==> src/rtl/sorted_index_key_lookup_unit_macros.svh <==
// assertion macros shared by the lookup unit rtl
// no dependencies; taken in by `include inside module bodies
`ifndef SORTED_INDEX_KEY_LOOKUP_UNIT_MACROS_SVH
`define SORTED_INDEX_KEY_LOOKUP_UNIT_MACROS_SVH

// condition must hold at every edge out of reset
`define SIKL_ASSERT_ALWAYS(lbl, clk, rst_n, cond, msg) \
    lbl: assert property (@(posedge clk) disable iff (!rst_n) (cond)) else $error(msg);

// antecedent implies consequent in the same cycle
`define SIKL_ASSERT_IMPL(lbl, clk, rst_n, ante, cons, msg) \
    lbl: assert property (@(posedge clk) disable iff (!rst_n) (ante) |-> (cons)) \
        else $error(msg);

// antecedent implies consequent in the next cycle
`define SIKL_ASSERT_NEXT(lbl, clk, rst_n, ante, cons, msg) \
    lbl: assert property (@(posedge clk) disable iff (!rst_n) (ante) |=> (cons)) \
        else $error(msg);

`endif

==> src/rtl/sikl_ram.sv <==
// generic single-port-write, single-port-read ram with registered read
// no dependencies
module sikl_ram #(
    parameter int WIDTH = 32,
    parameter int DEPTH = 16
) (
    input  logic                     i_clk,
    input  logic                     i_we,
    input  logic [$clog2(DEPTH)-1:0] i_waddr,
    input  logic [WIDTH-1:0]         i_wdata,
    input  logic                     i_re,
    input  logic [$clog2(DEPTH)-1:0] i_raddr,
    output logic [WIDTH-1:0]         o_rdata
);

    logic [WIDTH-1:0] r_mem [DEPTH];
    logic [WIDTH-1:0] r_rdata;

    always_ff @(posedge i_clk) begin
        if (i_we) begin
            r_mem[i_waddr] <= i_wdata;
        end
        // read data holds while no read is issued
        if (i_re) begin
            r_rdata <= r_mem[i_raddr];
        end
    end

    assign o_rdata = r_rdata;

endmodule

==> config.mk <==
export PLATFORM = sky130hd
export DESIGN_NAME = sikl_ram
export DESIGN_NICKNAME = d
export VERILOG_FILES = /design/src/rtl/sorted_index_key_lookup_unit_macros.svh /design/src/rtl/sikl_ram.sv
export SDC_FILE = /design/constraint.sdc
export NUM_CORES = 1
export LEC_CHECK = 0
export BUFFER_PORTS_ARGS = -buffer_cell sky130_fd_sc_hd__buf_4
export CELL_PAD_IN_SITES_DETAIL_PLACEMENT = 1
export CELL_PAD_IN_SITES_GLOBAL_PLACEMENT = 1
export CORE_UTILIZATION = 51
export CTS_CLUSTER_DIAMETER = 150
export CTS_CLUSTER_SIZE = 12
export DETAILED_ROUTE_END_ITERATION = 10
export PLACE_DENSITY = 0.76
export SYNTH_ARGS = -nofsm -noshare
export SYNTH_HDL_FRONTEND = slang
export SYNTH_SLANG_ARGS = --single-unit
==> constraint.sdc <==
create_clock -name i_clk -period 5.34 [get_ports i_clk]
set_clock_uncertainty 0.2 [all_clocks]
set_input_delay 0.801 -clock i_clk [delete_from_list [all_inputs] [get_ports i_clk]]
set_output_delay 0.801 -clock i_clk [all_outputs]
set_load 0.005 [all_outputs]
Word-level counts from Yosys, hierarchy flattened
Memory sizes are Yosys's and may differ from the RTL's. A register that Yosys moved wholly into a read port is not among the register bits.
Index checks and enable logic that the tools add are counted.
{ "totals": {"reg_bits": 0, "latch_bits": 0, "ramBits": 512, "romBits": 0, "inputBits": 43, "output_inout_bits": 32, "word_cells": 3, "memories": 1} }
{ "op_classes": {"addsub": 0, "mul": 0, "div": 0, "order_cmp": 0, "eq_ne": 0, "n_shift": 0, "n_mux": 2, "bitwise_logic": 0, "n_reduce_logical": 0} }
{ "mem_list": {"columns": ["memory", "depth", "word_bits", "read_ports", "rd_ports_with_merged_regs", "write_ports", "line", "rtl"], "rows": [
  ["r_mem", 16, 32, 1, 1, 1, "sikl_ram.sv:16", "logic [WIDTH-1:0] r_mem [DEPTH];"]
]} }
{ "op_table": {"columns": ["operator", "n"], "rows": [
  ["$mux 1", 2]
]} }

Longest topological paths before layout
{ "depth": {"ltp_word": 2, "mapped_depth": 5, "ltp_nobuf": 3} }

Worst setup path before layout
OpenSTA, ideal clock, no wires.
{ "synth_timing": {"kind": "input port to flip-flop", "from": "input i_waddr[2]", "to": "memory r_mem[0][0], enable pin", "setup_ns": 0.461, "arrival_ns": 3.519, "t_required_ns": 4.679, "path_slack_ns": 1.159, "cell_stages": 2, "cell_sequence": "or3b_2 nor3_1"} }
{ "synth_rtl": {"columns": ["element", "line", "rtl"], "rows": [
  ["start, declared", "sikl_ram.sv:9", "input logic [$clog2(DEPTH)-1:0] i_waddr,"],
  ["end, declared", "sikl_ram.sv:16", null]
]} }
No word-level cell before the write port.

==> results summary <==
The number of buffers inserted by port buffering is 74. The per-cell via count in the routed design came out at 6.360. The count of buffering cells on the critical path with inverters included is 2. The total overflow left after global routing is 0. Ranked by total cell area, the synthesized netlist is headed by edfxtp_1 81%, mux4_2 14%, a22oi_1 2.4%. The library cell contributing the largest single delay on the critical path is clkbuf_8. The post-route antenna net violation count came out at 0. The clock latency on the worst-skew pair is 0.59 ns. The signal on the critical path passes through clkbuf_8, buf_4, mux4_2, a22oi_1, nand2_1. After filler insertion, the fill cell instance count of the layout stands at approximately 3100. The area of the core came out at around 39000 um2. The top-level port count is 75. Hold timing on the final database bottoms out at a slack of about 0.31 ns. At the end of routability-driven placement, the weighted congestion stood at 0.7415.

The Yosys step of the flow raised 0 warnings. The timing-limited maximum frequency is 382.4 MHz. The die extent in x came out at about 200 um. The H-tree was split into 2 levels. The number of setup violations in the final report came out at 0.

The clock-pin transition on the worst setup and hold timing paths came out at ~0.060 ns. The static leakage power came out at a little over 7 nW. The post-cts sizing count is 0.

The initial standard-cell utilization of the core came out at 51.96%. The via count of the first global-routing pass is around 10000. The worst min-delay path class is in -> reg. The synthesized design spends more area on one cell type than any other, namely edfxtp_1. The violation count after the first detailed-routing iteration is approximately 850. At the pin with the least slew margin, the transition time is 1.173 ns. Of all nets on the critical path, the largest fanout is 55. The post-layout minimum cycle time came out at 2.615 ns.

The clock buffer count from CTS came out at 51. The total power divided by cell area came out at between 300 and 400 nW/um2. The all-layer global routing usage is a little under a quarter. Measured against its own limit, the worst slew margin works out to ~22%.

The worst hold path depth is 1. The number of antenna diodes in the final layout is 0. The total count of hold-check failures in the final report is 0. The library cells used most frequently in the layout, excluding fill and tap cells, are 544 x edfxtp_1, 128 x mux4_2, 98 x buf_4.

The worst setup path is of the in -> reg kind. Setup repair after global routing left no endpoint under its margin. The net count after synthesis came out at between 800 and 900. The instance count of the mapped netlist is about 840. The count of final max-slew check failures is 0. STA classifies the critical path startpoint as an input port. After detailed routing, the total wire length is 45540 um.

The floorplan has 72 rows. The CTS tree is yes. The sequential cell area fraction in the yosys report came out at roughly four fifths. The remaining routing DRC violations is 0. The die is 200.9 um tall. The count of nets after finishing is 993.

The cell at the root of the clock tree is clkbuf_16. The most common cell after layout, fill and taps aside is edfxtp_1. After clock tree synthesis, the flow added hold-fix buffers numbering 0.

For the worst flop-to-flop path, the logic depth is 3. The synthesis-to-layout area growth is 13.40%. Across all layers, the routed design uses a little over 9000 vias. After detailed routing, the average wire length per cell comes to around 31 um. The worst path required time is ~5.5 ns. The initial antenna violation count is 0. In this run the number of cells on the critical path is 5. The pin count of the biggest net entering global routing came out at 56. The mapped netlist covers 20170 um2. The share of cells above drive strength 1 came out at 32.07%. The critical path arrival came out at ~2.7 ns.

The buffer depth of the longest clock path came out at 3. Grouping stages by cell kind, the critical path spends the most delay in buffers and inverters. The average size of a mapped cell is around 24 um2.

Buffers added to address setup during post-CTS repair amount to 0. The maximum vdd ir drop came out at between 200 and 300 uV. The run finished with clean final reports. For the final routed database, the setup TNS stands at 0 ns. The worst path uses between 40% and 50% of the clock period.

In this run, distinct cell masters in the synthesized netlist total 17. The footprint of the flip-flops and latches came out at between 15000 and 20000 um2. The worst setup path is captured at a flop. The final HPWL from detailed placement came out at 25100 um. Of the post-synthesis cell area, the dominant cell type holds 80.97%. The number of synthesized register bits is approximately 540. The die area is 40360 um2. The area of the multi-input gates is about 3700 um2.

On the worst path, the slowest cell contributes a delay of roughly 0.56 ns. Across the run, the number of max-cap violations was 0. The first global-routing pass estimated 67160 um of wire.

For this run, the detailed router's first-pass iteration total came to 5. The CTS sink count came out at between 500 and 600.
final cells by class:
class / instances / share of cell area [%]
flip-flops and latches: 544 / 71.40
multi-input cells: 251 / 16.39
clock buffers: 53 / 5.797
repair buffers: 102 / 3.538
well taps: 518 / 2.833
clock inverters: 1 / 0.03828
power by group:
part           switching (mW)  internal [mW]  leakage, nW
clock                    1.41           1.74        0.658
sequential             0.0322           4.81         4.94
combinational           0.250          0.185         1.65
total                    1.70           6.73         7.25
path summary, 6_finish.rpt:
path | start | to | slack, ns
worst min register to register | r_mem[14][9]$_DFFE_PP_ | o_rdata[9]$_DFFE_PP_ | 0.54
worst max register to register | r_mem[3][31]$_DFFE_PP_ | o_rdata[31]$_DFFE_PP_ | 3.59
worst min-delay path | i_wdata[28] | r_mem[13][28]$_DFFE_PP_ | 0.31
worst max-delay path | i_raddr[0] | o_rdata[20]$_DFFE_PP_ | 2.73
sequential cells by signal (all words and copies together), names as in the netlist:
name,count
o_rdata,32
r_mem,512
synthesized netlist by cell type, drive strengths merged:
cell type and count:
a22oi 64, and2 1, buf 26, clkbuf 17
edfxtp 544, mux4 128, nand2 33, nand2b 2
nand3 1, nand3b 2, nor2 13, nor2b 2
nor3 4, or3b 1
kinds of logic (layout without fill, tap and decap cells):
group,after synthesis,after routing,share of synthesized area (%)
multiplexers,128,128,14.29
buffers and inverters,43,156,1.104
flip-flops,544,544,80.97
AO/OA/AOI/OAI,64,64,2.382
AND/OR/NAND/NOR,59,59,1.253
routing by layer:
metal | GRT usage, % | part of all wire [%]
met5 | 0 | 0
met3 | 4.140 | 6.5
met2 | 37.00 | 49
met4 | 7.252 | 1.9
met1 | 33.60 | 42
per-stage QoR:
step                setup slack [ns]  cells  total power [mW]  util, %  area [um2]
finish                         2.725   1469             8.429    58.92       22880
global route                   2.554   1469             8.644    58.92       22880
CTS                            2.679   1469             8.493    58.92       22880
detailed placement             2.039   1415             5.374    55.48       21540
global placement               2.103   1415             5.351    55.48       21540
floorplan                      1.159    838             5.153        -       20170
Note: power is estimated with default switching activity, not from simulation.
