--- config.mk ---
export PLATFORM = sky130hd
export DESIGN_NAME = sikl_out
export DESIGN_NICKNAME = d
export VERILOG_FILES = /design/src/rtl/sorted_index_key_lookup_unit_macros.svh /design/src/rtl/sikl_pkg.sv /design/src/rtl/sikl_out.sv
export SDC_FILE = /design/constraint.sdc
export NUM_CORES = 1
export LEC_CHECK = 0
export ABC_AREA = 1
export ABC_CLOCK_PERIOD_IN_PS = 5800
export BUFFER_PORTS_ARGS = -buffer_cell sky130_fd_sc_hd__buf_4
export CAP_MARGIN = 5
export CORE_ASPECT_RATIO = 1.75
export CORE_MARGIN = 2
export CORE_UTILIZATION = 35
export CTS_CLUSTER_DIAMETER = 200
export DETAILED_ROUTE_END_ITERATION = 7
export PLACE_DENSITY = 0.78
export SLEW_MARGIN = 15
export SYNTH_ARGS = -nofsm -noshare
export SYNTH_HDL_FRONTEND = slang
export SYNTH_SLANG_ARGS = --single-unit
--- constraint.sdc ---
create_clock -name i_clk -period 5.8 [get_ports i_clk]
set_input_delay 0.87 -clock i_clk [delete_from_list [all_inputs] [get_ports i_clk]]
set_output_delay 0.87 -clock i_clk [all_outputs]
set_load 0.05 [all_outputs]
--- src/rtl/sorted_index_key_lookup_unit_macros.svh ---
// assertion macros shared by the lookup unit rtl
// no dependencies; taken in by `include inside module bodies
`ifndef SORTED_INDEX_KEY_LOOKUP_UNIT_MACROS_SVH
`define SORTED_INDEX_KEY_LOOKUP_UNIT_MACROS_SVH

// condition must hold at every edge out of reset
`define SIKL_ASSERT_ALWAYS(lbl, clk, rst_n, cond, msg) \
    lbl: assert property (@(posedge clk) disable iff (!rst_n) (cond)) else $error(msg);

// antecedent implies consequent in the same cycle
`define SIKL_ASSERT_IMPL(lbl, clk, rst_n, ante, cons, msg) \
    lbl: assert property (@(posedge clk) disable iff (!rst_n) (ante) |-> (cons)) \
        else $error(msg);

// antecedent implies consequent in the next cycle
`define SIKL_ASSERT_NEXT(lbl, clk, rst_n, ante, cons, msg) \
    lbl: assert property (@(posedge clk) disable iff (!rst_n) (ante) |=> (cons)) \
        else $error(msg);

`endif

--- src/rtl/sikl_pkg.sv ---
// types, sizes and key helpers for the sorted key lookup unit
// no dependencies; imported by every lookup unit module but sikl_ram
package sikl_pkg;

    localparam int DEPTH    = 1024;
    localparam int MAX_HITS = 64;
    localparam int KEY_BITS = 32;
    localparam int ID_BITS  = 32;
    localparam int IN_W     = 32;

    localparam int ADDR_W  = $clog2(DEPTH);
    localparam int CNT_W   = $clog2(DEPTH + 1);
    localparam int CMP_W   = CNT_W + 1;
    localparam int HIT_W   = $clog2(MAX_HITS + 1);
    localparam int ENTRY_W = KEY_BITS + ID_BITS;

    typedef logic [KEY_BITS-1:0] t_key;

    localparam t_key LOW16_MASK = t_key'(64'h0000_0000_0000_FFFF);

    typedef enum logic [1:0] {
        FUNC_CLEAR = 2'd0,
        FUNC_LOAD  = 2'd1,
        FUNC_EXACT = 2'd2,
        FUNC_RANGE = 2'd3
    } t_func;

    typedef struct packed {
        logic [ID_BITS-1:0] hit_id;
        logic               hit_valid;
        logic               last;
        logic               truncated;
    } t_result;

    typedef struct packed {
        logic              we;
        logic [ADDR_W-1:0] waddr;
        logic [ENTRY_W-1:0] wdata;
        logic              re;
        logic [ADDR_W-1:0] raddr;
    } t_ram_req;

    // input words are 32 bits, stored keys are KEY_BITS wide
    function automatic t_key fit_key(logic [IN_W-1:0] k);
        return t_key'(k);
    endfunction

    function automatic t_key view_key(t_key k, logic narrow);
        return narrow ? (k & LOW16_MASK) : k;
    endfunction

endpackage

--- src/rtl/sikl_out.sv ---
// output register of the lookup unit, parts the search from the result stream
// depends on sikl_pkg
module sikl_out (
    input  logic              i_clk,
    input  logic              i_rst_n,
    input  logic              i_push,
    input  sikl_pkg::t_result i_result,
    output logic              o_can_push,
    output logic              o_valid,
    input  logic              i_ready,
    output sikl_pkg::t_result o_result
);
    import sikl_pkg::*;

    logic    r_valid;
    t_result r_result;

    assign o_can_push = !r_valid || i_ready;

    always_ff @(posedge i_clk) begin
        if (!i_rst_n) begin
            r_valid <= 1'b0;
        end else if (i_push && o_can_push) begin
            r_valid <= 1'b1;
        end else if (i_ready) begin
            r_valid <= 1'b0;
        end
    end

    always_ff @(posedge i_clk) begin
        if (i_push && o_can_push) begin
            r_result <= i_result;
        end
    end

    assign o_valid  = r_valid;
    assign o_result = r_result;

endmodule

Word level (Yosys, flattened, before mapping)
Index checks and enable logic that the tools add are counted.

Register bits after elaboration: 36. Bits of input ports: 39. Output and inout bits: 37. Word-level logic and storage cells: 11.

Multiplexer cells: 2. Reduce and logical (&&, ||, !) cells: 4.

Operators with widths (count): $mux 1 (2); $reduce_bool 2->1 (1); $logic_and 1x1->1 (1); $logic_not 1->1 (1); $logic_or 1x1->1 (1).

Logic depth before layout (Yosys ltp)
Depth after elaboration: 4. Gate-level depth with buffers: 3. Depth with buffers taken out: 3.

Worst setup path before layout
OpenSTA, ideal clock, no wires.

Kind: in2reg. Start: input i_push. End: register r_result (netlist bit o_result[0]), enable pin. Library setup time: 0.439 ns. Data arrival time: 2.647 ns. Required time: 5.361 ns. Slack: 2.714 ns. Stages: 2. Buffers on the path: 0. Path through: inv_1 a21oi_1.

Cells in the longest elaborated chain, start to end: 1.

Ends and longest elaborated chain: start: declaration (line sikl_out.sv:6) `input logic i_push,`; $logic_and 1x1->1 (line sikl_out.sv:31) `if (i_push && o_can_push) begin`; end signal: assignment (line sikl_out.sv:32) `r_result <= i_result;`; end: declaration (line sikl_out.sv:16) `t_result r_result;`.

No other way between the ends. A chain may end at the register's enable or synchronous reset.

Worst setup path after layout
Start: input i_ready. End: output o_can_push.

Cells in the longest elaborated chain, start to end: 1.

Ends and longest elaborated chain: start: declaration (line sikl_out.sv:10) `input logic i_ready,`; $logic_or 1x1->1 (line sikl_out.sv:18) `assign o_can_push = !r_valid || i_ready;`; end: declaration (line sikl_out.sv:8) `output logic o_can_push,`.

No other way between the ends.

==> flow_summary.ini <==
[clock_tree]
path_clk_slew_ns = 0.06
cts_root_buf = clkbuf_8
htreeDepth = 2
cts_buffers = 5
insertion_delay_ns = 0.28
post-cts-setup-buffers = 0
cts.path.max_buffers = 2
cts_tree = yes
cts.sinks = 36
ctsResizeCount = 0
hold_buffers = 0

[yosys]
synth_top_cell_by_area = edfxtp_1
synth-seq-area-share_pct = 97.2
async_reset_ff_share_pct = 0
synthTopCellsByArea = edfxtp_1 (95%), dfxtp_1 (1.8%), a21oi_2 (0.79%), inv_1 (0.68%), nand2_2 (0.57%)
synthesis.nets = 81
netlist_area_um2 = 1100
yosysUniqueCellTypes = 7
synth_ff_type = edfxtp_1
syn_inst = 42
ys_seq_elements = 36
postSynthAreaPerCell_um2 = 26.2
yosys_warnings = 0
synth-edff-count = 35
yosys.cell_count.top_type = edfxtp_1
ys_top_cells_by_count = edfxtp_1 (35), inv_1 (2)
yosysTopAreaCellShare_pct = 95.3

[routing]
drt-initial-drc-count = 13
ant_nets = 0
drc = 0
dr_total_vias = 708
wl_mm = 2.22
wl_per_cell_um = 13.2
avgViaCountPerCell = 4.21
firstDrtPassIters = 4

[timing]
period_share_pct = 37.6
setup_violations = 0
rsz0062_at_grt = false
fmax_ghz = 0.459
drv_slew = 0
relSlewSlack_pct = 29.5
hold_violations = 0
period_needed_ns = 2.18
tightest_slew_ns = 1.05
setup_ws_ns = 3.62
tns_ns = 0
finClkSkew_ns = 0.00609

[floorplan]
fp-row-count = 27
coreArea_um2 = 3070
ioPinCount = 76
dieArea_um2 = 3630
die_h_um = 78.2
die_x_um = 46.4
initial_utilization_pct = 35.9

[cells_and_area]
drive_gt1_share_pct = 68.0
antenna_cells = 0
nNetsFinal = 163
syn_to_final_growth_pct = 66.6

[placement]
dp_worst_setup_slack_ns = 3.55
place_congestion = 0.684
dp_hpwl_mm = 1.71
numPortBuffers = 75

[run]
drv_cap = 0

[global_route]
grt_max_degree = 36
antenna_found_initial = 0
overflow = 0
grt_pass1_wl_mm = 2.95
grt_pass1_vias = 683
grt_use_total_pct = 12.3

[hold_path]
hp-class = register to register

[setup_path]
cp-end-kind = output port
start_kind = input port
arrival_ns = 1.31
path_class = input port to output port
cp_data_required_time_ns = 4.93
crit_fanout = 2

[status]
status = complete, no violations

[power_and_ir_drop]
pwr_density_cell_nw_per_um2 = 336
power.total_uw = 617
leakage_uw = 0.000782
ir_worst_vdd_mv = 0.243
-- where the power goes --
part	internal (µW)	leakage, µW	switching [µW]	total, µW
Sequential	304	0.000347	4.53	308
Combinational	34.9	0.000382	68.0	103
Clock	125	0.0000532	80.3	205
-- final cells by class --
class | instances | area, µm²
repair buffers | 75 | 563
flip-flops and latches | 36 | 1070
clock inverters | 3 | 37.5
inverters | 3 | 11.3
multi-input cells | 3 | 31.3
well taps | 43 | 53.8
clock buffers | 5 | 68.8
fillers | 238 | 1240
-- per-stage QoR --
step,cells,utilization [%],area (µm²),hold WS (ns)
after floorplan,42,-,1100,0.924
after global placement,160,56.3,1730,0.513
after detailed placement,160,56.3,1730,0.544
after CTS,168,59.7,1840,0.557
after global routing,168,59.7,1840,0.578
final,168,59.7,1840,0.552
-- path summary, 6_finish.rpt --
path,start,to,slack [ns],depth (start not counted)
hold / removal,o_valid,o_valid,0.55,2
setup reg to reg,o_valid,o_result[27],4.22,1
hold reg to reg,o_valid,o_valid,0.55,2
setup / recovery,i_ready,o_can_push,3.62,4
-- layer usage --
metal,up-vias,GRT usage [%],share of wire [%]
li1,324,-,-
met1,329,10.1,29
met2,46,21.3,57
met3,9,5.98,9.4
met4,0,7.43,3.7
met5,-,0,0
-- worst max-delay path, stage by stage --
cell	delay, ns
buf_4	0.11
inv_2	0.07
nand2_2	0.06
buf_4	0.19
-- kinds of logic (layout without fill, tap and decap cells) --
| kind of cell | Yosys count | count (layout) | share of synthesized area, % |
|---|---|---|---|
| buffers and inverters | 3 | 86 | 1.02 |
| AOI/OAI and AO/OA | 2 | 2 | 1.25 |
| and+or+nand+nor | 1 | 1 | 0.568 |
| DFF | 36 | 36 | 97.2 |
-- registers in the layout, indices dropped and copies added, names as in the netlist --
name	flops
o_valid	1
o_result	35
-- layout by cell type, fill, tap and decap left out, drive strengths merged --
master,synthesis,layout
nand2,1,1
buf,0,75
dfxtp,1,1
a21oi,2,2
clkinv,0,2
bufinv,0,1
inv,3,3
edfxtp,35,35
clkbuf,0,5
Note: power is estimated with default switching activity, not from simulation.
