`src/rtl/sorted_index_key_lookup_unit_macros.svh`:
```
// assertion macros shared by the lookup unit rtl
// no dependencies; taken in by `include inside module bodies
`ifndef SORTED_INDEX_KEY_LOOKUP_UNIT_MACROS_SVH
`define SORTED_INDEX_KEY_LOOKUP_UNIT_MACROS_SVH

// condition must hold at every edge out of reset
`define SIKL_ASSERT_ALWAYS(lbl, clk, rst_n, cond, msg) \
    lbl: assert property (@(posedge clk) disable iff (!rst_n) (cond)) else $error(msg);

// antecedent implies consequent in the same cycle
`define SIKL_ASSERT_IMPL(lbl, clk, rst_n, ante, cons, msg) \
    lbl: assert property (@(posedge clk) disable iff (!rst_n) (ante) |-> (cons)) \
        else $error(msg);

// antecedent implies consequent in the next cycle
`define SIKL_ASSERT_NEXT(lbl, clk, rst_n, ante, cons, msg) \
    lbl: assert property (@(posedge clk) disable iff (!rst_n) (ante) |=> (cons)) \
        else $error(msg);

`endif

```
`src/rtl/sikl_pkg.sv`:
```
// types, sizes and key helpers for the sorted key lookup unit
// no dependencies; imported by every lookup unit module but sikl_ram
package sikl_pkg;

    localparam int DEPTH    = 1024;
    localparam int MAX_HITS = 64;
    localparam int KEY_BITS = 32;
    localparam int ID_BITS  = 32;
    localparam int IN_W     = 32;

    localparam int ADDR_W  = $clog2(DEPTH);
    localparam int CNT_W   = $clog2(DEPTH + 1);
    localparam int CMP_W   = CNT_W + 1;
    localparam int HIT_W   = $clog2(MAX_HITS + 1);
    localparam int ENTRY_W = KEY_BITS + ID_BITS;

    typedef logic [KEY_BITS-1:0] t_key;

    localparam t_key LOW16_MASK = t_key'(64'h0000_0000_0000_FFFF);

    typedef enum logic [1:0] {
        FUNC_CLEAR = 2'd0,
        FUNC_LOAD  = 2'd1,
        FUNC_EXACT = 2'd2,
        FUNC_RANGE = 2'd3
    } t_func;

    typedef struct packed {
        logic [ID_BITS-1:0] hit_id;
        logic               hit_valid;
        logic               last;
        logic               truncated;
    } t_result;

    typedef struct packed {
        logic              we;
        logic [ADDR_W-1:0] waddr;
        logic [ENTRY_W-1:0] wdata;
        logic              re;
        logic [ADDR_W-1:0] raddr;
    } t_ram_req;

    // input words are 32 bits, stored keys are KEY_BITS wide
    function automatic t_key fit_key(logic [IN_W-1:0] k);
        return t_key'(k);
    endfunction

    function automatic t_key view_key(t_key k, logic narrow);
        return narrow ? (k & LOW16_MASK) : k;
    endfunction

endpackage

```
`src/rtl/sikl_search.sv`:
```
// table control and search sequencer: clears, loads, binary search probes and walks
// depends on sikl_pkg and sorted_index_key_lookup_unit_macros.svh
module sikl_search (
    input  logic                       i_clk,
    input  logic                       i_rst_n,
    input  logic                       i_valid,
    output logic                       o_ready,
    input  sikl_pkg::t_func            i_func,
    input  logic [sikl_pkg::IN_W-1:0]  i_key,
    input  logic [sikl_pkg::ID_BITS-1:0] i_id,
    input  logic [sikl_pkg::IN_W-1:0]  i_limit,
    input  logic                       i_narrow,
    output sikl_pkg::t_ram_req         o_ram,
    input  logic [sikl_pkg::ENTRY_W-1:0] i_rd_data,
    output logic                       o_push,
    output sikl_pkg::t_result          o_result,
    input  logic                       i_can_push
);
    import sikl_pkg::*;
    `include "sorted_index_key_lookup_unit_macros.svh"

    typedef enum logic [2:0] {
        S_IDLE,
        S_PROBE_RD,
        S_PROBE_CMP,
        S_WALK_RD,
        S_WALK_CMP,
        S_FINISH
    } t_state;

    t_state              r_state, n_state;
    logic [CNT_W-1:0]    r_count, n_count;
    logic                r_range, n_range;
    t_key                r_lo, n_lo;
    t_key                r_hi, n_hi;
    logic [CNT_W-1:0]    r_left, n_left;
    logic [CNT_W-1:0]    r_rp1, n_rp1;      // right bound plus one
    logic [ADDR_W-1:0]   r_mid, n_mid;
    logic [ADDR_W-1:0]   r_idx, n_idx;
    logic                r_dir_right, n_dir_right;
    logic                r_have_pend, n_have_pend;
    logic [ID_BITS-1:0]  r_pend_id, n_pend_id;
    logic [HIT_W-1:0]    r_emitted, n_emitted;
    logic                r_ovf, n_ovf;

    t_key                rd_key;
    logic [ID_BITS-1:0]  rd_id;
    logic                accept;
    logic [CNT_W-1:0]    mid_calc;
    logic                probe_hit;
    logic                walk_hit;
    logic                right_ok;
    logic                idx_next_ok;
    logic                at_cap;
    t_key                in_lo, in_hi;

    assign rd_key = view_key(i_rd_data[ENTRY_W-1:ID_BITS], i_narrow);
    assign rd_id  = i_rd_data[ID_BITS-1:0];
    assign in_lo  = view_key(fit_key(i_key), i_narrow);
    assign in_hi  = view_key(fit_key(i_limit), i_narrow);

    assign o_ready = (r_state == S_IDLE);
    assign accept  = i_valid && o_ready;

    assign mid_calc  = r_left + ((r_rp1 - r_left - CNT_W'(1)) >> 1);
    assign probe_hit = r_range ? (rd_key >= r_lo && rd_key < r_hi) : (rd_key == r_lo);
    assign walk_hit  = r_dir_right ? (r_range ? (rd_key < r_hi) : (rd_key == r_lo))
                                   : (r_range ? (rd_key >= r_lo) : (rd_key == r_lo));
    assign right_ok    = (CMP_W'(r_mid) + CMP_W'(1)) < CMP_W'(r_count);
    assign idx_next_ok = (CMP_W'(r_idx) + CMP_W'(1)) < CMP_W'(r_count);
    assign at_cap      = (r_emitted == HIT_W'(MAX_HITS));

    always_comb begin
        n_state     = r_state;
        n_count     = r_count;
        n_range     = r_range;
        n_lo        = r_lo;
        n_hi        = r_hi;
        n_left      = r_left;
        n_rp1       = r_rp1;
        n_mid       = r_mid;
        n_idx       = r_idx;
        n_dir_right = r_dir_right;
        n_have_pend = r_have_pend;
        n_pend_id   = r_pend_id;
        n_emitted   = r_emitted;
        n_ovf       = r_ovf;

        o_ram.we    = 1'b0;
        o_ram.waddr = r_count[ADDR_W-1:0];
        o_ram.wdata = {fit_key(i_key), i_id};
        o_ram.re    = 1'b0;
        o_ram.raddr = r_idx;

        o_push             = 1'b0;
        o_result.hit_id    = r_pend_id;
        o_result.hit_valid = 1'b1;
        o_result.last      = 1'b0;
        o_result.truncated = 1'b0;

        case (r_state)
            S_IDLE: begin
                if (accept) begin
                    case (i_func)
                        FUNC_CLEAR: begin
                            n_count = '0;
                        end
                        FUNC_LOAD: begin
                            if (r_count < CNT_W'(DEPTH)) begin
                                o_ram.we = 1'b1;
                                n_count  = r_count + CNT_W'(1);
                            end
                        end
                        FUNC_EXACT, FUNC_RANGE: begin
                            n_range     = (i_func == FUNC_RANGE);
                            n_lo        = in_lo;
                            n_hi        = in_hi;
                            n_left      = '0;
                            n_rp1       = r_count;
                            n_have_pend = 1'b0;
                            n_emitted   = '0;
                            n_ovf       = 1'b0;
                            if ((i_func == FUNC_RANGE && in_lo > in_hi) || r_count == '0) begin
                                n_state = S_FINISH;
                            end else begin
                                n_state = S_PROBE_RD;
                            end
                        end
                        default: begin
                            n_state = S_IDLE;
                        end
                    endcase
                end
            end
            S_PROBE_RD: begin
                o_ram.re    = 1'b1;
                o_ram.raddr = mid_calc[ADDR_W-1:0];
                n_mid       = mid_calc[ADDR_W-1:0];
                n_state     = S_PROBE_CMP;
            end
            S_PROBE_CMP: begin
                if (probe_hit) begin
                    n_have_pend = 1'b1;
                    n_pend_id   = rd_id;
                    n_emitted   = HIT_W'(1);
                    if (r_mid != '0) begin
                        n_idx       = r_mid - ADDR_W'(1);
                        n_dir_right = 1'b0;
                        n_state     = S_WALK_RD;
                    end else if (right_ok) begin
                        n_idx       = r_mid + ADDR_W'(1);
                        n_dir_right = 1'b1;
                        n_state     = S_WALK_RD;
                    end else begin
                        n_state = S_FINISH;
                    end
                end else begin
                    if (rd_key < r_lo) begin
                        n_left = CNT_W'(r_mid) + CNT_W'(1);
                    end else begin
                        n_rp1 = CNT_W'(r_mid);
                    end
                    n_state = (n_left < n_rp1) ? S_PROBE_RD : S_FINISH;
                end
            end
            S_WALK_RD: begin
                o_ram.re = 1'b1;
                n_state  = S_WALK_CMP;
            end
            S_WALK_CMP: begin
                if (walk_hit && at_cap) begin
                    n_ovf   = 1'b1;
                    n_state = S_FINISH;
                end else if (walk_hit) begin
                    // previous hit leaves now that another one follows it
                    if (i_can_push) begin
                        o_push    = 1'b1;
                        n_pend_id = rd_id;
                        n_emitted = r_emitted + HIT_W'(1);
                        if (r_dir_right) begin
                            if (idx_next_ok) begin
                                n_idx   = r_idx + ADDR_W'(1);
                                n_state = S_WALK_RD;
                            end else begin
                                n_state = S_FINISH;
                            end
                        end else if (r_idx != '0) begin
                            n_idx   = r_idx - ADDR_W'(1);
                            n_state = S_WALK_RD;
                        end else if (right_ok) begin
                            n_idx       = r_mid + ADDR_W'(1);
                            n_dir_right = 1'b1;
                            n_state     = S_WALK_RD;
                        end else begin
                            n_state = S_FINISH;
                        end
                    end
                end else if (!r_dir_right && right_ok) begin
                    n_idx       = r_mid + ADDR_W'(1);
                    n_dir_right = 1'b1;
                    n_state     = S_WALK_RD;
                end else begin
                    n_state = S_FINISH;
                end
            end
            S_FINISH: begin
                o_result.hit_id    = r_have_pend ? r_pend_id : '0;
                o_result.hit_valid = r_have_pend;
                o_result.last      = 1'b1;
                o_result.truncated = r_have_pend && r_ovf;
                o_push             = 1'b1;
                if (i_can_push) begin
                    n_state = S_IDLE;
                end
            end
            default: begin
                n_state = S_IDLE;
            end
        endcase
    end

    always_ff @(posedge i_clk) begin
        if (!i_rst_n) begin
            r_state     <= S_IDLE;
            r_count     <= '0;
            r_range     <= 1'b0;
            r_lo        <= '0;
            r_hi        <= '0;
            r_left      <= '0;
            r_rp1       <= '0;
            r_mid       <= '0;
            r_idx       <= '0;
            r_dir_right <= 1'b0;
            r_have_pend <= 1'b0;
            r_pend_id   <= '0;
            r_emitted   <= '0;
            r_ovf       <= 1'b0;
        end else begin
            r_state     <= n_state;
            r_count     <= n_count;
            r_range     <= n_range;
            r_lo        <= n_lo;
            r_hi        <= n_hi;
            r_left      <= n_left;
            r_rp1       <= n_rp1;
            r_mid       <= n_mid;
            r_idx       <= n_idx;
            r_dir_right <= n_dir_right;
            r_have_pend <= n_have_pend;
            r_pend_id   <= n_pend_id;
            r_emitted   <= n_emitted;
            r_ovf       <= n_ovf;
        end
    end

    `SIKL_ASSERT_ALWAYS(a_count_bound, i_clk, i_rst_n, r_count <= CNT_W'(DEPTH), "entry count past depth")
    `SIKL_ASSERT_ALWAYS(a_emit_bound, i_clk, i_rst_n, r_emitted <= HIT_W'(MAX_HITS), "hit count past limit")
    `SIKL_ASSERT_IMPL(a_walk_pend, i_clk, i_rst_n, r_state == S_WALK_RD || r_state == S_WALK_CMP, r_have_pend, "walk without a held hit")
    `SIKL_ASSERT_IMPL(a_probe_window, i_clk, i_rst_n, r_state == S_PROBE_RD, r_left < r_rp1 && r_rp1 <= r_count, "probe window empty or past count")
    `SIKL_ASSERT_NEXT(a_write_idle, i_clk, i_rst_n, o_ram.we, r_state == S_IDLE, "load left the idle state")

endmodule

```
`config.mk`:
```
export PLATFORM = sky130hd
export DESIGN_NAME = sikl_search
export DESIGN_NICKNAME = d
export VERILOG_FILES = /design/src/rtl/sikl_pkg.sv /design/src/rtl/sikl_search.sv
export VERILOG_INCLUDE_DIRS = /design/src /design/src/rtl
export SDC_FILE = /design/constraint.sdc
export NUM_CORES = 1
export LEC_CHECK = 0
export ABC_AREA = 0
export BUFFER_PORTS_ARGS = -buffer_cell sky130_fd_sc_hd__clkbuf_2
export CORE_UTILIZATION = 56
export CTS_CLUSTER_SIZE = 10
export DETAILED_ROUTE_END_ITERATION = 12
export GPL_TIMING_DRIVEN = 0
export PLACE_DENSITY_LB_ADDON = 0.25
export SLEW_MARGIN = 20
export SYNTH_ARGS = -nofsm -noshare
export SYNTH_HDL_FRONTEND = slang
export SYNTH_SLANG_ARGS = --single-unit
```
`constraint.sdc`:
```
create_clock -name i_clk -period 8.9 [get_ports i_clk]
set_input_delay 2.67 -clock i_clk [delete_from_list [all_inputs] [get_ports i_clk]]
set_output_delay 2.67 -clock i_clk [all_outputs]
set_load 0.01 [all_outputs]
```
### After elaboration in Yosys (flattened, before gate mapping)

Index checks and enable logic that the tools add are counted.

| word-level totals | value |
|---|---|
| bits in registers | 163 |

| cells by class | value |
|---|---|
| $add $sub $neg | 12 |
| $lt $le $gt $ge | 8 |
| equal/unequal tests | 25 |
| mux-type cells | 91 |
| reduce and logical (&&, ||, !) cells | 30 |

Operator list:

| kind | number |
|---|---|
| 32-bit two-way mux | 8 |
| 11-bit two-way mux | 13 |
| 10-bit two-way mux | 11 |
| 11-bit one-hot mux with 2 select lines | 3 |
| 32-bit less-than comparator | 2 |
| 32-bit one-hot mux with 2 select lines | 1 |
| 3-bit two-way mux | 15 |
| 7-bit two-way mux | 6 |
| 35-bit two-way mux | 1 |
| 10-bit by 1-bit adder with 11-bit output, second input constant | 3 |
| 11-bit less-than comparator | 3 |
| 32-bit equality test | 1 |
| 32-bit greater-or-equal comparator | 1 |
| 32-bit > comparator | 1 |
| 1-bit two-way mux | 26 |
| 7-bit one-hot mux with 3 select lines | 1 |
| 10-bit by 1-bit adder with 10-bit output, second input constant | 2 |
| 10-bit one-hot mux with 2 select lines | 1 |
| 4-bit AND reduction | 5 |
| 10-bit nonzero test | 2 |
| 10-bit by 1-bit subtractor with 10-bit output, second input constant | 2 |
| 3-bit one-hot mux with 6 select lines | 1 |
| 2-bit != test, second input constant | 8 |
| 6-bit AND reduction | 2 |
| other kinds (28) | 47 |

### Longest topological paths before layout

| logic depth | value |
|---|---|
| word-level depth | 10 |
| mapped depth | 21 |
| mapped depth without buffers | 18 |

### Least setup slack after synthesis

OpenSTA, ideal clock, no wires.

| timing | value |
|---|---|
| kind | input-to-output |
| start | in i_narrow |
| end | out o_push |
| arrival time | 5.334 ns |
| required time | 6.230 ns |
| slack | 0.896 ns |
| cell stages on the path | 13 |
| path buffers | 4 |
| path through | clkbuf_1 -> clkbuf_1 -> nor2b_1 -> ha_1 -> a211oi_1 -> nor2_1 -> a2111oi_2 -> a211oi_2 -> o21ai_4 -> a31oi_4 -> buf_6 -> buf_6 -> a41o_1 |

| on the way | value |
|---|---|
| word-level cells in the longest chain between the ends | 7 |
| elaborated cells on any way between the ends | 11 |
| classes of those cells | order compare (2); eq/ne (1); mux (7); reduce/logical (1) |

RTL lines:

| what | RTL line | RTL |
|---|---|---|
| from (decl) | sikl_search.sv:12 | `input logic i_narrow,` |
| 32-bit two-way mux * | sikl_pkg.sv:49 | `return narrow ? (k & LOW16_MASK) : k;` |
| 32-bit greater-or-equal comparator (tied with other cells) | sikl_search.sv:68 | `: (r_range ? (rd_key >= r_lo) : (rd_key == r_lo));` |
| 1-bit two-way mux (on tied branches) | sikl_search.sv:68, sikl_search.sv:67 |  |
| 1-bit two-way mux * | sikl_search.sv:67 | `assign walk_hit = r_dir_right ? (r_range ? (rd_key < r_hi) : (rd_key == r_lo))` |
| 1-bit two-way mux / 1-bit logical AND (equally long branches) | sikl_search.sv:174, sikl_search.sv:171 |  |
| 1-bit two-way mux * | sikl_search.sv:171 | `if (walk_hit && at_cap) begin` |
| 1-bit one-hot mux with 2 select lines * | sikl_search.sv:101 | `case (r_state)` |
| to (decl) | sikl_search.sv:15 | `output logic o_push,` |

Mark *: on every way between the ends. The rest lies on a longest branch, timed or not.

### Final worst setup path

Ends and elaborated chain as after synthesis.

==> summary.txt <==
Run status
  – Status: finished, final reports clean

Floorplanning
  – Die area: about 0.024 mm^2
  – Die Ht: 156 um
  – # IOs: between 200 and 300
  – Die X: roughly 160 um
  – Initial Util: around 58%
  – Num rows: 55
  – Core Footprint: around 0.023 mm^2

Synthesis
  – Count leader, synth: nand2_1
  – Most used DFF post-synth: dfxtp_1
  – Yosys reg bits: around 160
  – Synth warnings: 0
  – Ranking of synthesized cells by area: dfxtp_1, ha_1, nand2_1
  – Library cells used by synthesis: 92
  – EDFF count, synth: 0
  – Yosys top cell area share: about a quarter
  – Mean Syn Cell Area: approximately 7.5 um^2
  – Fraction of registers with async set/reset: 0%
  – Syn_nets: about 2100
  – Netlist Area Pre-Place: ~0.013 mm^2
  – Register area share after synthesis: 24.6%
  – Most frequent cells after synthesis: nand2_1, dfxtp_1, a21oi_1
  – Yosys top cell by area: dfxtp_1
  – Syn Inst Count: about 1800

Placement
  – Routability cong.: ~0.95
  – Placed Area: around 0.015 mm^2
  – PortBufs: around 260
  – Dpl cells: between 2000 and 2500
  – Post-DP HPWL: 33.0 mm

Finish
  – Non-Filler Instances: between 2000 and 2500
  – Area Overhead vs Synth: 17.1%
  – Proportion of layout cells with a drive suffix above 1: between 20% and 30%
  – # diodes: 0
  – Fillers: around 2100
  – NumNets Final: approximately 2400
  – Design area: about 0.016 mm^2

Clock network
  – CTS Hold Buffers Added: 0
  – CTS tree: done
  – Worst-Skew Late Latency: around 440 ps
  – Clock root cell: clkbuf_16
  – Clk slew on worst S/H paths: 70 ps
  – Buffer depth of the longest clock path: 2
  – CTS Buf Count: 17
  – CTS HTree Levels: 4
  – # clock sinks: ~160

Global route
  – Total congestion overflow: 0
  – Largest net degree at the start of global routing: 17
  – Total GRT Usage: about a third
  – Initial antenna violation count: 0
  – Vias in the first global route: around 13000
  – First-pass GRT wire length: between 60 and 70 mm

STA
  – Max Clock Freq: around 0.12 GHz
  – Tmin final: slightly below 9000 ps
  – Slew @ Worst Pin: about 890 ps
  – Skew final: approximately 13 ps
  – Worst rel slew slack: 40.6%
  – RSZ-0062 raised after global routing: no
  – Final period utilization: 97.1%
  – Slew Viols, Final: 0
  – Final Hold Viols: 0
  – Final setup viols: 0

Critical path
  – Slowest cell delay on critical path: 380 ps
  – Most frequent CP cell: clkbuf_2
  – WP buf/inv: 6
  – Startpoint types: primary input
  – CP top delay family: compound AO/OA/AOI/OAI gates
  – Crit-path slowest cell: a2111oi_2
  – WS Path Type: in2out
  – Crit path cell chain: clkbuf_2 > clkbuf_2 > clkbuf_2 > nor2b_1 > ha_1 > a211oi_1 > nor2_1 > a2111oi_2 > a211oi_2 > o21ai_4 > a31oi_4 > buf_6 > buf_6 > a41o_1 > clkbuf_2
  – WP data required: 6230 ps
  – CP Capture Type: output port
  – CP Max Fanout: 10
  – Worst Path Arrival: roughly 6000 ps

Drt
  – DRT Wirelength: approximately 41 mm
  – Drt via density: 5.78
  – DR vias: 13681
  – First DRT Iteration DRCs: 1120
  – Post-route ant nets: 0
  – Wire per inst: 17.5 um
  – DRC Markers: 0
  – Drt first pass iters: 5

Job
  – Max Cap Viol: 0

Worst hold path
  – Hold Crit Class: reg2reg

Power and ir drop
  – Pwr Density: approximately 240 mW/mm^2
  – Worst VDD drop: roughly 0.21 mV
  – LEAKAGE: just under 7 nW
worst reg2reg max path, delay by kind of cell, from the launching register on:
family                     cells  cell delay [ps]
buffers and inverters          2              640
xor gates and xnor gates       1              640
adders and majority gates      1              380
AOI/OAI and AO/OA              6             1380
DFF                            1              310
and+or+nand+nor                4             1150
cells in the final DEF (no fill, tap or decap), drive strengths merged, types with 21 or more instances in the layout:
| cell | instances |
|---|---|
| a21o | 26 |
| a21oi | 154 |
| buf | 92 |
| clkbuf | 360 |
| dfxtp | 163 |
| ha | 149 |
| inv | 130 |
| mux2i | 30 |
| nand2 | 280 |
| nand2b | 27 |
| nand3 | 59 |
| nand4 | 22 |
| nor2 | 77 |
| nor2b | 71 |
| nor3 | 23 |
| o21ai | 119 |
| or3 | 21 |
| xnor2 | 32 |
cell type report:
type	count	area [um^2]	area share (%)
clock buffers	18	439	2.83
repair buffers	259	1300	8.38
well taps	313	392	2.52
flip-flops and latches	163	3260	21.0
inverters	126	473	3.05
multi-input cells	1299	8520	54.8
plain buffers	175	1020	6.54
clock inverters	14	129	0.830
stage by stage:
stage / setup WS, ps / utilization (%) / total power, mW / hold WS, ps / setup TNS, ps
after CTS: 45.0 / 67.7 / 3.70 / 446 / 0
after detailed placement: -229 / 65.2 / 2.97 / 437 / -229
final: 258 / 67.8 / 3.77 / 443 / 0
after global placement: -130 / 65.2 / 2.95 / 432 / -130
after global routing: 70.2 / 67.8 / 4.01 / 467 / 0
after floorplan: 896 / - / 2.36 / 424 / 0
cell families (layout without fill, tap and decap cells):
| family | Yosys count | after routing | share of synthesized area [%] |
|---|---|---|---|
| AO/OA/AOI/OAI | 417 | 417 | 20.0 |
| XOR/XNOR | 42 | 42 | 2.77 |
| adder cells (fa/ha/maj) | 151 | 151 | 14.4 |
| buffers and inverters | 301 | 592 | 11.2 |
| flip-flops | 163 | 163 | 24.6 |
| multiplexers | 45 | 45 | 3.54 |
| AND/OR/NAND/NOR | 644 | 644 | 23.5 |
path summary, 6_finish.rpt:
path	slack, ps	to	cells after the start	start
min reg2reg	440	r_pend_id[24]	2	r_pend_id[24]
min	440	r_pend_id[24]	2	r_pend_id[24]
max	260	o_push	15	i_narrow
max reg2reg	4270	r_idx[7]	14	r_mid[3]
what timing repair did:
item	4_1_cts	5_1_grt
setup buffers	0	2
setup endpoints to repair	1	1
pin swaps	0	0
resized for setup	3	4
power by group:
part	internal, mW	switching [mW]
Clock	0.396	0.338
Sequential	0.807	0.0502
Combinational	0.788	1.39
sequential cells by signal (all words and copies together), names as in the netlist:
signal / count
r_rp1: 11
r_have_pend: 1
r_lo: 32
r_hi: 32
r_count: 11
r_emitted: 7
r_idx: 10
r_dir_right: 1
r_left: 11
r_pend_id: 32
r_range: 1
r_ovf: 1
r_state: 3
r_mid: 10
per-layer routing:
layer	vias to the layer above	share of wire [%]	GRT usage, %
li1	6603	-	-
met1	6420	41	41.7
met2	569	48	59.5
met3	89	7.3	4.83
met4	0	2.9	12.8
met5	-	0	0
Note: power is estimated with default switching activity, not from simulation.
